File: config.mk
export PLATFORM = sky130hd
export DESIGN_NAME = chebyshev_series_evaluator
export DESIGN_NICKNAME = d
export VERILOG_FILES = /design/src/rtl/core/cse_pkg.sv /design/src/rtl/core/cse_coef_ram.sv /design/src/rtl/core/chebyshev_series_evaluator.sv
export SDC_FILE = /design/constraint.sdc
export NUM_CORES = 2
export LEC_CHECK = 0
export ABC_AREA = 0
export BUFFER_PORTS_ARGS = -buffer_cell sky130_fd_sc_hd__buf_2
export CELL_PAD_IN_SITES_DETAIL_PLACEMENT = 1
export CELL_PAD_IN_SITES_GLOBAL_PLACEMENT = 1
export CORE_AREA = 2 2 396 554
export DETAILED_ROUTE_END_ITERATION = 6
export DIE_AREA = 0 0 398 556
export PLACE_DENSITY_LB_ADDON = 0.2
export SKIP_LAST_GASP = 1
export SYNTH_ARGS = -nofsm -noshare
export SYNTH_HDL_FRONTEND = slang
export SYNTH_SLANG_ARGS = --single-unit
File: constraint.sdc
create_clock -name i_clk -period 13.4 [get_ports i_clk]
set_input_delay 1.34 -clock i_clk [delete_from_list [all_inputs] [get_ports i_clk]]
set_output_delay 1.34 -clock i_clk [all_outputs]
set_load 0.01 [all_outputs]
File: src/rtl/core/cse_pkg.sv
// Package of the Chebyshev series evaluator: fixed widths, codes and state type.
// Used by the top level and its checker; depends on nothing.
`timescale 1ns / 1ps
`default_nettype none

package cse_pkg;

    // Fixed field and datapath widths.
    localparam int IDX_W      = 7;   // coef_index field
    localparam int RECUR_W    = 40;  // Clenshaw accumulators, Q24.15
    localparam int OUT_W      = 24;  // sample_out, Q8.15
    localparam int M_DATA_W   = ((OUT_W + 7) / 8) * 8;
    localparam int CFG_IDX_W  = 4;
    localparam int CFG_DATA_W = 7;

    // Fixed-point scaling.
    localparam int COEF_SHIFT = 3;   // Q3.12 coefficient to Q.15
    localparam int STEP_SHIFT = 14;  // 2*x*b from Q.30 to Q.15
    localparam int STEP_RND   = 1 << (STEP_SHIFT - 1);
    localparam int OUT_SHIFT  = 15;  // x*b from Q.30 to Q.15
    localparam int OUT_RND    = 1 << (OUT_SHIFT - 1);

    // Request kinds carried on the input tuser bit.
    localparam logic REQ_WRITE = 1'b0;
    localparam logic REQ_EVAL  = 1'b1;

    // Configuration register indexes.
    localparam logic [CFG_IDX_W-1:0] CFG_HARMONIC_COUNT = 4'd0;
    localparam logic [CFG_IDX_W-1:0] CFG_BASIS_MODE     = 4'd1;

    // Basis modes and reset values.
    localparam logic BASIS_PLAIN = 1'b0;
    localparam logic BASIS_TRIG  = 1'b1;
    localparam logic [CFG_DATA_W-1:0] HARM_COUNT_RST = 7'd16;
    localparam logic BASIS_MODE_RST = BASIS_TRIG;

    typedef enum logic [1:0] {
        ST_IDLE,
        ST_RUN,
        ST_FINISH
    } t_state;

endpackage

`default_nettype wire

File: src/rtl/core/cse_coef_ram.sv
// Coefficient store: synchronous single-write, single-read memory with a registered read
// port and per-entry valid bits so that unwritten entries read as zero.
`timescale 1ns / 1ps
`default_nettype none

module cse_coef_ram #(
    parameter int DEPTH = 64,
    parameter int AW    = 6,
    parameter int DW    = 16
) (
    input  logic          i_clk,
    input  logic          i_rst_n,
    input  logic          i_wr_en,
    input  logic [AW-1:0] i_wr_addr,
    input  logic [DW-1:0] i_wr_data,
    input  logic [AW-1:0] i_rd_addr,
    output logic [DW-1:0] o_rd_data
);

    logic [DW-1:0]    r_mem [DEPTH];
    logic [DEPTH-1:0] r_valid;
    logic [DW-1:0]    r_rd_data;
    logic             r_rd_valid;

    always_ff @(posedge i_clk) begin
        if (i_wr_en) begin
            r_mem[i_wr_addr] <= i_wr_data;
        end
        r_rd_data <= r_mem[i_rd_addr];
    end

    // Valid bits give the all-zero reset contents without a clearing sweep.
    always_ff @(posedge i_clk) begin
        if (!i_rst_n) begin
            r_valid    <= '0;
            r_rd_valid <= 1'b0;
        end else begin
            if (i_wr_en) begin
                r_valid[i_wr_addr] <= 1'b1;
            end
            r_rd_valid <= r_valid[i_rd_addr];
        end
    end

    assign o_rd_data = r_rd_valid ? r_rd_data : '0;

endmodule

`default_nettype wire

File: src/rtl/core/chebyshev_series_evaluator.sv
// Evaluate words: the accepting cycle loads the sample and clears b1 and b2; the Clenshaw
// loop then runs one multiply-accumulate step per harmonic (N = clamped harmonic_count),
// each needing the previous step's b1, and a finish step forms the final x*b1 - b2. No
// input word is taken until the finish step is done; write words are taken at one per
// cycle while idle. A result word stalled at the output holds the final step until taken.
// Reset (synchronous, active low) restores the control and configuration registers and
// marks every coefficient as zero at once through valid bits; no clearing pass is needed.
`timescale 1ns / 1ps
`default_nettype none

module chebyshev_series_evaluator
    import cse_pkg::*;
#(
    parameter int MAX_HARMONICS = 64,
    parameter int COEF_BITS     = 16,
    parameter int SAMPLE_BITS   = 16
) (
    input  logic                  i_clk,
    input  logic                  i_rst_n,
    // Input words.
    input  logic                  s_axis_tvalid,
    output logic                  s_axis_tready,
    // s_axis_tdata, lowest bit first: coef_index, coef_value, sample_in, zero padding.
    input  logic [((IDX_W + COEF_BITS + SAMPLE_BITS + 7) / 8) * 8 - 1:0] s_axis_tdata,
    // s_axis_tuser: req_type (0 write a coefficient, 1 evaluate a sample).
    input  logic                  s_axis_tuser,
    // Result words.
    output logic                  m_axis_tvalid,
    input  logic                  m_axis_tready,
    // m_axis_tdata, lowest bit first: sample_out.
    output logic [M_DATA_W-1:0]   m_axis_tdata,
    // m_axis_tuser: clipped.
    output logic                  m_axis_tuser,
    // Configuration writes.
    input  logic                  i_cfg_valid,
    output logic                  o_cfg_ready,
    input  logic [CFG_IDX_W-1:0]  i_cfg_index,
    input  logic [CFG_DATA_W-1:0] i_cfg_data
);

    // Address of the coefficient store and width of the harmonic counter, which must
    // hold MAX_HARMONICS itself.
    localparam int AW     = (MAX_HARMONICS > 1) ? $clog2(MAX_HARMONICS) : 1;
    localparam int KW     = $clog2(MAX_HARMONICS + 1);
    // Product of the sample and an accumulator, and the working width of the sums,
    // which is wide enough that neither the rounding add nor the subtraction overflows.
    localparam int PROD_W = RECUR_W + SAMPLE_BITS;
    localparam int SUM_W  = PROD_W + 2;

    // Input fields.
    logic        [IDX_W-1:0]       w_coef_index;
    logic        [COEF_BITS-1:0]   w_coef_value;
    logic signed [SAMPLE_BITS-1:0] w_sample_in;

    assign w_coef_index = s_axis_tdata[IDX_W-1:0];
    assign w_coef_value = s_axis_tdata[IDX_W +: COEF_BITS];
    assign w_sample_in  = s_axis_tdata[IDX_W + COEF_BITS +: SAMPLE_BITS];

    // Configuration registers. Writes must arrive only while the block is idle; the block does
    // not enforce this itself, and the port is always ready. Unknown indexes are dropped.
    logic [CFG_DATA_W-1:0] r_harm_count;
    logic                  r_basis_mode;

    assign o_cfg_ready = 1'b1;

    always_ff @(posedge i_clk) begin
        if (!i_rst_n) begin
            r_harm_count <= HARM_COUNT_RST;
            r_basis_mode <= BASIS_MODE_RST;
        end else if (i_cfg_valid) begin
            case (i_cfg_index)
                CFG_HARMONIC_COUNT: r_harm_count <= i_cfg_data;
                CFG_BASIS_MODE:     r_basis_mode <= i_cfg_data[0];
                default: ;
            endcase
        end
    end

    // Number of harmonics for the next evaluation; larger counts act as the maximum.
    logic [KW-1:0] w_eval_k;

    always_comb begin
        if (int'(r_harm_count) > MAX_HARMONICS) begin
            w_eval_k = KW'(MAX_HARMONICS);
        end else begin
            w_eval_k = KW'(r_harm_count);
        end
    end

    // Writes to harmonic 0 or beyond the store are dropped.
    logic w_wr_index_ok;

    assign w_wr_index_ok = (w_coef_index != '0) && (int'(w_coef_index) <= MAX_HARMONICS);

    // Sequencer. The store is read one step ahead: the read for harmonic k is issued
    // in the cycle before the step that consumes it, so its registered read is hidden.
    t_state        r_state;
    t_state        n_state;
    logic [KW-1:0] r_k;
    logic          w_s_accept;
    logic          w_mem_we;
    logic          w_load_eval;
    logic          w_step;
    logic          w_finish;
    logic [AW-1:0] w_rd_addr;

    assign w_s_accept = s_axis_tvalid && s_axis_tready;

    always_ff @(posedge i_clk) begin
        if (!i_rst_n) begin
            r_state <= ST_IDLE;
        end else begin
            r_state <= n_state;
        end
    end

    always_comb begin
        n_state       = r_state;
        s_axis_tready = 1'b0;
        w_mem_we      = 1'b0;
        w_load_eval   = 1'b0;
        w_step        = 1'b0;
        w_finish      = 1'b0;
        w_rd_addr     = '0;
        case (r_state)
            ST_IDLE: begin
                s_axis_tready = 1'b1;
                w_rd_addr     = AW'(w_eval_k - KW'(1));
                if (w_s_accept && (s_axis_tuser == REQ_EVAL)) begin
                    w_load_eval = 1'b1;
                    n_state     = (w_eval_k == '0) ? ST_FINISH : ST_RUN;
                end else if (w_s_accept && (s_axis_tuser == REQ_WRITE)) begin
                    w_mem_we = w_wr_index_ok;
                end
            end
            ST_RUN: begin
                // Fetch harmonic k - 1 while harmonic k is folded in.
                w_step    = 1'b1;
                w_rd_addr = AW'(r_k - KW'(2));
                if (r_k == KW'(1)) begin
                    n_state = ST_FINISH;
                end
            end
            ST_FINISH: begin
                // Wait here while the output register still holds an untaken word.
                if (!m_axis_tvalid || m_axis_tready) begin
                    w_finish = 1'b1;
                    n_state  = ST_IDLE;
                end
            end
            default: begin
                n_state = ST_IDLE;
            end
        endcase
    end

    always_ff @(posedge i_clk) begin
        if (!i_rst_n) begin
            r_k <= '0;
        end else if (w_load_eval) begin
            r_k <= w_eval_k;
        end else if (w_step) begin
            r_k <= r_k - KW'(1);
        end
    end

    // Coefficient store, entry n - 1 holds harmonic n.
    logic [COEF_BITS-1:0] w_rd_data;

    cse_coef_ram #(
        .DEPTH (MAX_HARMONICS),
        .AW    (AW),
        .DW    (COEF_BITS)
    ) u_coef_ram (
        .i_clk     (i_clk),
        .i_rst_n   (i_rst_n),
        .i_wr_en   (w_mem_we),
        .i_wr_addr (AW'(w_coef_index - IDX_W'(1))),
        .i_wr_data (w_coef_value),
        .i_rd_addr (w_rd_addr),
        .o_rd_data (w_rd_data)
    );

    // Datapath. One multiplier, x * b1, serves both the recurrence steps and the
    // final output step.
    logic signed [SAMPLE_BITS-1:0] r_x;
    logic signed [RECUR_W-1:0]     r_b1;
    logic signed [RECUR_W-1:0]     r_b2;
    logic signed [PROD_W-1:0]      w_prod;
    logic signed [SUM_W-1:0]       w_prod_ext;
    logic signed [SUM_W-1:0]       w_coef_ext;
    logic signed [SUM_W-1:0]       w_coef_q15;
    logic                          w_flip;
    logic signed [SUM_W-1:0]       w_step_sum;
    logic        [SUM_W-RECUR_W:0] w_step_top;
    logic signed [RECUR_W-1:0]     w_step_sat;
    logic signed [SUM_W-1:0]       w_out_sum;
    logic        [SUM_W-OUT_W:0]   w_out_top;
    logic                          w_out_fits;
    logic        [OUT_W-1:0]       w_out_sat;

    assign w_prod     = r_x * r_b1;
    assign w_prod_ext = SUM_W'(w_prod);

    // In trig mode harmonics with n mod 4 equal to 3 enter with their sign flipped.
    assign w_flip     = (r_basis_mode == BASIS_TRIG) && ((int'(r_k) % 4) == 3);
    assign w_coef_ext = SUM_W'($signed(w_rd_data));
    assign w_coef_q15 = (w_flip ? -w_coef_ext : w_coef_ext) <<< COEF_SHIFT;

    // b_k = round(2 x b_{k+1}) - b_{k+2} + c_k, saturated to the accumulator width.
    assign w_step_sum = ((w_prod_ext + SUM_W'(STEP_RND)) >>> STEP_SHIFT)
                        - SUM_W'(r_b2) + w_coef_q15;
    assign w_step_top = w_step_sum[SUM_W-1:RECUR_W-1];

    always_comb begin
        if ((&w_step_top) || !(|w_step_top)) begin
            w_step_sat = w_step_sum[RECUR_W-1:0];
        end else if (w_step_sum[SUM_W-1]) begin
            w_step_sat = {1'b1, {(RECUR_W - 1){1'b0}}};
        end else begin
            w_step_sat = {1'b0, {(RECUR_W - 1){1'b1}}};
        end
    end

    // y = round(x b_1) - b_2, saturated to Q8.15 with a flag.
    assign w_out_sum  = ((w_prod_ext + SUM_W'(OUT_RND)) >>> OUT_SHIFT) - SUM_W'(r_b2);
    assign w_out_top  = w_out_sum[SUM_W-1:OUT_W-1];
    assign w_out_fits = (&w_out_top) || !(|w_out_top);

    always_comb begin
        if (w_out_fits) begin
            w_out_sat = w_out_sum[OUT_W-1:0];
        end else if (w_out_sum[SUM_W-1]) begin
            w_out_sat = {1'b1, {(OUT_W - 1){1'b0}}};
        end else begin
            w_out_sat = {1'b0, {(OUT_W - 1){1'b1}}};
        end
    end

    always_ff @(posedge i_clk) begin
        if (w_load_eval) begin
            r_x  <= w_sample_in;
            r_b1 <= '0;
            r_b2 <= '0;
        end else if (w_step) begin
            r_b1 <= w_step_sat;
            r_b2 <= r_b1;
        end
    end

    // Output register: holds a finished word while the sink stalls, so the input side
    // is free to take writes meanwhile.
    logic             r_out_valid;
    logic [OUT_W-1:0] r_out_data;
    logic             r_out_clip;

    always_ff @(posedge i_clk) begin
        if (!i_rst_n) begin
            r_out_valid <= 1'b0;
        end else if (w_finish) begin
            r_out_valid <= 1'b1;
        end else if (m_axis_tready) begin
            r_out_valid <= 1'b0;
        end
    end

    always_ff @(posedge i_clk) begin
        if (w_finish) begin
            r_out_data <= w_out_sat;
            r_out_clip <= !w_out_fits;
        end
    end

    assign m_axis_tvalid = r_out_valid;
    assign m_axis_tdata  = M_DATA_W'(r_out_data);
    assign m_axis_tuser  = r_out_clip;

endmodule

`default_nettype wire

==> run summary <==
status = complete, no violations
mux cell area share after synthesis = 0.5354%
Worst EP required = 14.06 ns
FILL cells = 23,710
Worst-path clk slew = 0.06 ns
num ports = 85
slew margin rel. = 15.64%
Startpoint Class = register
worst-margin pin slew = 1.264 ns
slowest cell on the critical path = dfxtp_1
largest family of logic cells by synthesized area = adder cells
clk_skew = 0.06232 ns
cell area after synthesis = 81,790 um2
pin count of the biggest net entering global routing = 172
synth warn = 0
wire per inst = 25.16 um
XOR/XNOR Fraction of Synth Area = 2.527%
Crit Reg-Reg Endpoint = r_b1[6]
Fmax = 77.13 MHz
Post-Synth Simple-Gate Area = 14.67%
vias in the first global route = 64,960
Worst setup endpoint = r_b1[6]
Post-Syn Instances = 7,852
Final nets = 8,934
WP depth = 44
first-pass GRT wire length = 411,600 um
register area share after synthesis = 43.48%
initial antenna violation count = 9
Top FF cell, synth = edfxtp_1
RSZ-0062 raised after global routing = yes
Critical Path Source = r_b1[13]
Post-DP Area = 87,100 um2
area of the multi-input gates = 41,660 um2
IO Port Bufs = 82
adder-cell share of the synthesized area = 19.71%
Top cell by count, worst path = fa_1
number of synthesized flops with an enable pin = 1,065
worst hold path class = reg2reg
Site Rows = 202
crit path max fanout = 27
maxcap violations = 0
CTS tree = built
Unique masters post-synth = 107
syn avg cell area = 10.42 um2
count of final hold-check violations = 0
CTS max path bufs = 4
syn_nets = 8,808
Final Max Tran Viols = 0
non-filler instance count after layout = 10,930
Critical R2R Launch = r_b1[13]
ys async rst share = 0%
clock root cell = clkbuf_16
Seq cells post-synth = 1,244
starting DRC count in detailed routing = 3,030
Worst Path Buf+Inv = 10
pre-CTS setup slack = 0.06637 ns
Via density = 5.499
critical path type = reg2reg
dpl cells = 10,670
Crit. End Element = register
DIE AREA = 221,300 um2
Initial Util = 37.85%
# setup viols final = 0
clock net sink count = 1,244
slowest stage delay, CP = 0.73 ns
Post-DRT Antenna Nets = 0
final WL = 275,000 um
worst hold slack = 0.4584 ns
Core ar. = 216,100 um2
CTS H-tree depth = 4
worst skew pair latency = 0.83 ns
CTS Buf Count = 139
FF-to-FF path depth = 44
Final period util = 96.76%
Die Span Y = 556 um
design area = 91,940 um2
Die X = 398 um
Largest delay share family, worst path = adder cells
flop-to-flop setup slack = 0.43 ns
fin worst setup slack = 0.4344 ns
worst path arrival time = 13.62 ns
total number of vias = 60,120
Seq. cell area = 35,570 um2
gr usage total = 24.80%
Congestion Overflow GR = 0
gp weighted congestion = 0.9272
DRT Pass-1 Iters = 5
dpl hpwl = 195,500 um
DRC viols = 0
Period minus WS final = 12.97 ns
Area Overhead vs Synth = 12.41%
Synth Area in Compound Gates = 13.00%
share of cells above drive strength 1 = 10.21%
==> metal layers <==
layer	track usage [%]	part of all wire [%]	vias up
met3	2.614	3.4	611
met2	45.68	53	1283
met4	14.84	7.0	10
met5	0	0.018	-
li1	-	-	27240
met1	27.23	37	30980
==> worst reg2reg max path: cells and delay by family (launching register included) <==
kind | cells | cell delay (ns)
compound gates | 7 | 1.61
mux | 1 | 0.18
simple gates | 16 | 3.96
buf+inv | 10 | 1.62
flops | 1 | 0.73
fa+ha+maj | 9 | 4.54
xor+xnor | 1 | 0.24
==> cells in the final DEF (no fill, tap or decap), types with 22 or more instances in the layout <==
cell type / count
xor2_1: 86
a211o_1: 22
buf_12: 28
a21oi_1: 339
nor3_1: 56
xnor2_1: 147
nand3_1: 69
nand2b_1: 32
buf_4: 361
inv_1: 814
nand2_1: 1230
mux2i_1: 37
clkbuf_1: 25
nor2_2: 38
o31ai_1: 48
nand4_1: 52
and3_1: 33
a211oi_1: 396
ha_1: 250
a31oi_1: 172
clkinv_2: 27
edfxtp_1: 1065
buf_2: 82
a311oi_1: 141
fa_1: 649
o21ai_0: 164
nor2_1: 363
a21o_1: 56
clkbuf_16: 144
and2_1: 542
o21bai_1: 28
dfxtp_1: 174
==> final cells by class <==
cell class | instances | share of cell area (%)
Antenna cell | 5 | 0.01361
Clock inverter | 55 | 0.5485
Tap cell | 2856 | 3.887
Multi-Input combinational cell | 5303 | 45.31
Clock buffer | 180 | 4.186
Timing Repair Buffer | 472 | 4.016
Inverter | 818 | 3.345
Sequential cell | 1244 | 38.69
==> worst min-delay path by stage <==
stage / from / to / slack, ns / cells past startpoint
finish: u_coef_ram.r_valid[48] / u_coef_ram.r_valid[48] / 0.46 / 2
floorplan: u_coef_ram.r_valid[0] / u_coef_ram.r_valid[0] / 0.43 / 2
detailed placement: u_coef_ram.r_valid[40] / u_coef_ram.r_valid[40] / 0.45 / 2
CTS: u_coef_ram.r_valid[48] / u_coef_ram.r_valid[48] / 0.47 / 2
global placement: u_coef_ram.r_valid[16] / u_coef_ram.r_valid[16] / 0.44 / 2
global route: u_coef_ram.r_valid[60] / u_coef_ram.r_valid[60] / 0.48 / 2
==> stage by stage <==
stage / TNS [ns] / utilization, %
2_1_floorplan: 0 / -
3_3_place_gp: 0 / 40.31
3_5_place_dp: 0 / 40.31
4_1_cts: 0 / 42.32
5_1_grt: -0.02056 / 42.54
6_report: 0 / 42.54
==> sequential cells by signal, indices dropped and copies added, names as in the netlist, 2 cells and up <==
| signal | cells |
|---|---|
| r_k | 7 |
| r_x | 16 |
| m_axis_tdata | 24 |
| r_harm_count | 7 |
| r_b2 | 40 |
| u_coef_ram.r_mem | 1024 |
| u_coef_ram.r_rd_data | 16 |
| r_state | 2 |
| r_b1 | 40 |
| u_coef_ram.r_valid | 64 |
==> cells in the mapped netlist (14+ instances only) <==
cell	count	area share [%]
nor4_1	23	0.18
a21o_1	56	0.51
nor3_1	58	0.35
or3_1	18	0.14
and3_1	33	0.25
a21oi_1	346	2.1
a31oi_1	172	1.3
edfxtp_1	1065	39
nand2_1	1230	5.6
o21bai_1	28	0.26
a311oi_1	142	1.5
dfxtp_1	179	4.4
nand2b_1	32	0.24
ha_1	250	3.8
fa_1	649	16
a211oi_1	400	3.7
buf_1	43	0.20
nand3_1	70	0.43
o31ai_1	49	0.45
clkbuf_1	425	2.0
a211o_1	24	0.26
xnor2_1	150	1.6
o21ai_0	166	1.0
and2_1	542	4.1
nand4_1	52	0.40
o211ai_1	21	0.19
inv_1	815	3.7
xor2_1	86	0.92
o21a_1	14	0.13
nor2b_1	23	0.18
nor2_1	401	1.8
mux2i_1	37	0.45
==> cell families after synthesis <==
family / count (synthesis)
compound gates: 1559
xor+xnor: 236
fa+ha+maj: 899
buf+inv: 1305
flops: 1244
mux: 42
other cells: 1
simple gates: 2566
==> repair_timing <==
| item | 4_1_cts | 5_1_grt |
|---|---|---|
| setup endpoints to repair | 1 | 62 |
| setup buffers | 0 | 26 |
| resized for setup | 2 | 42 |
| pin swaps | 0 | 3 |
| hold buffers | 0 | 0 |
Power is not shown: default switching activity piles up to over one toggle a cycle in this logic, so the estimate is an artifact.
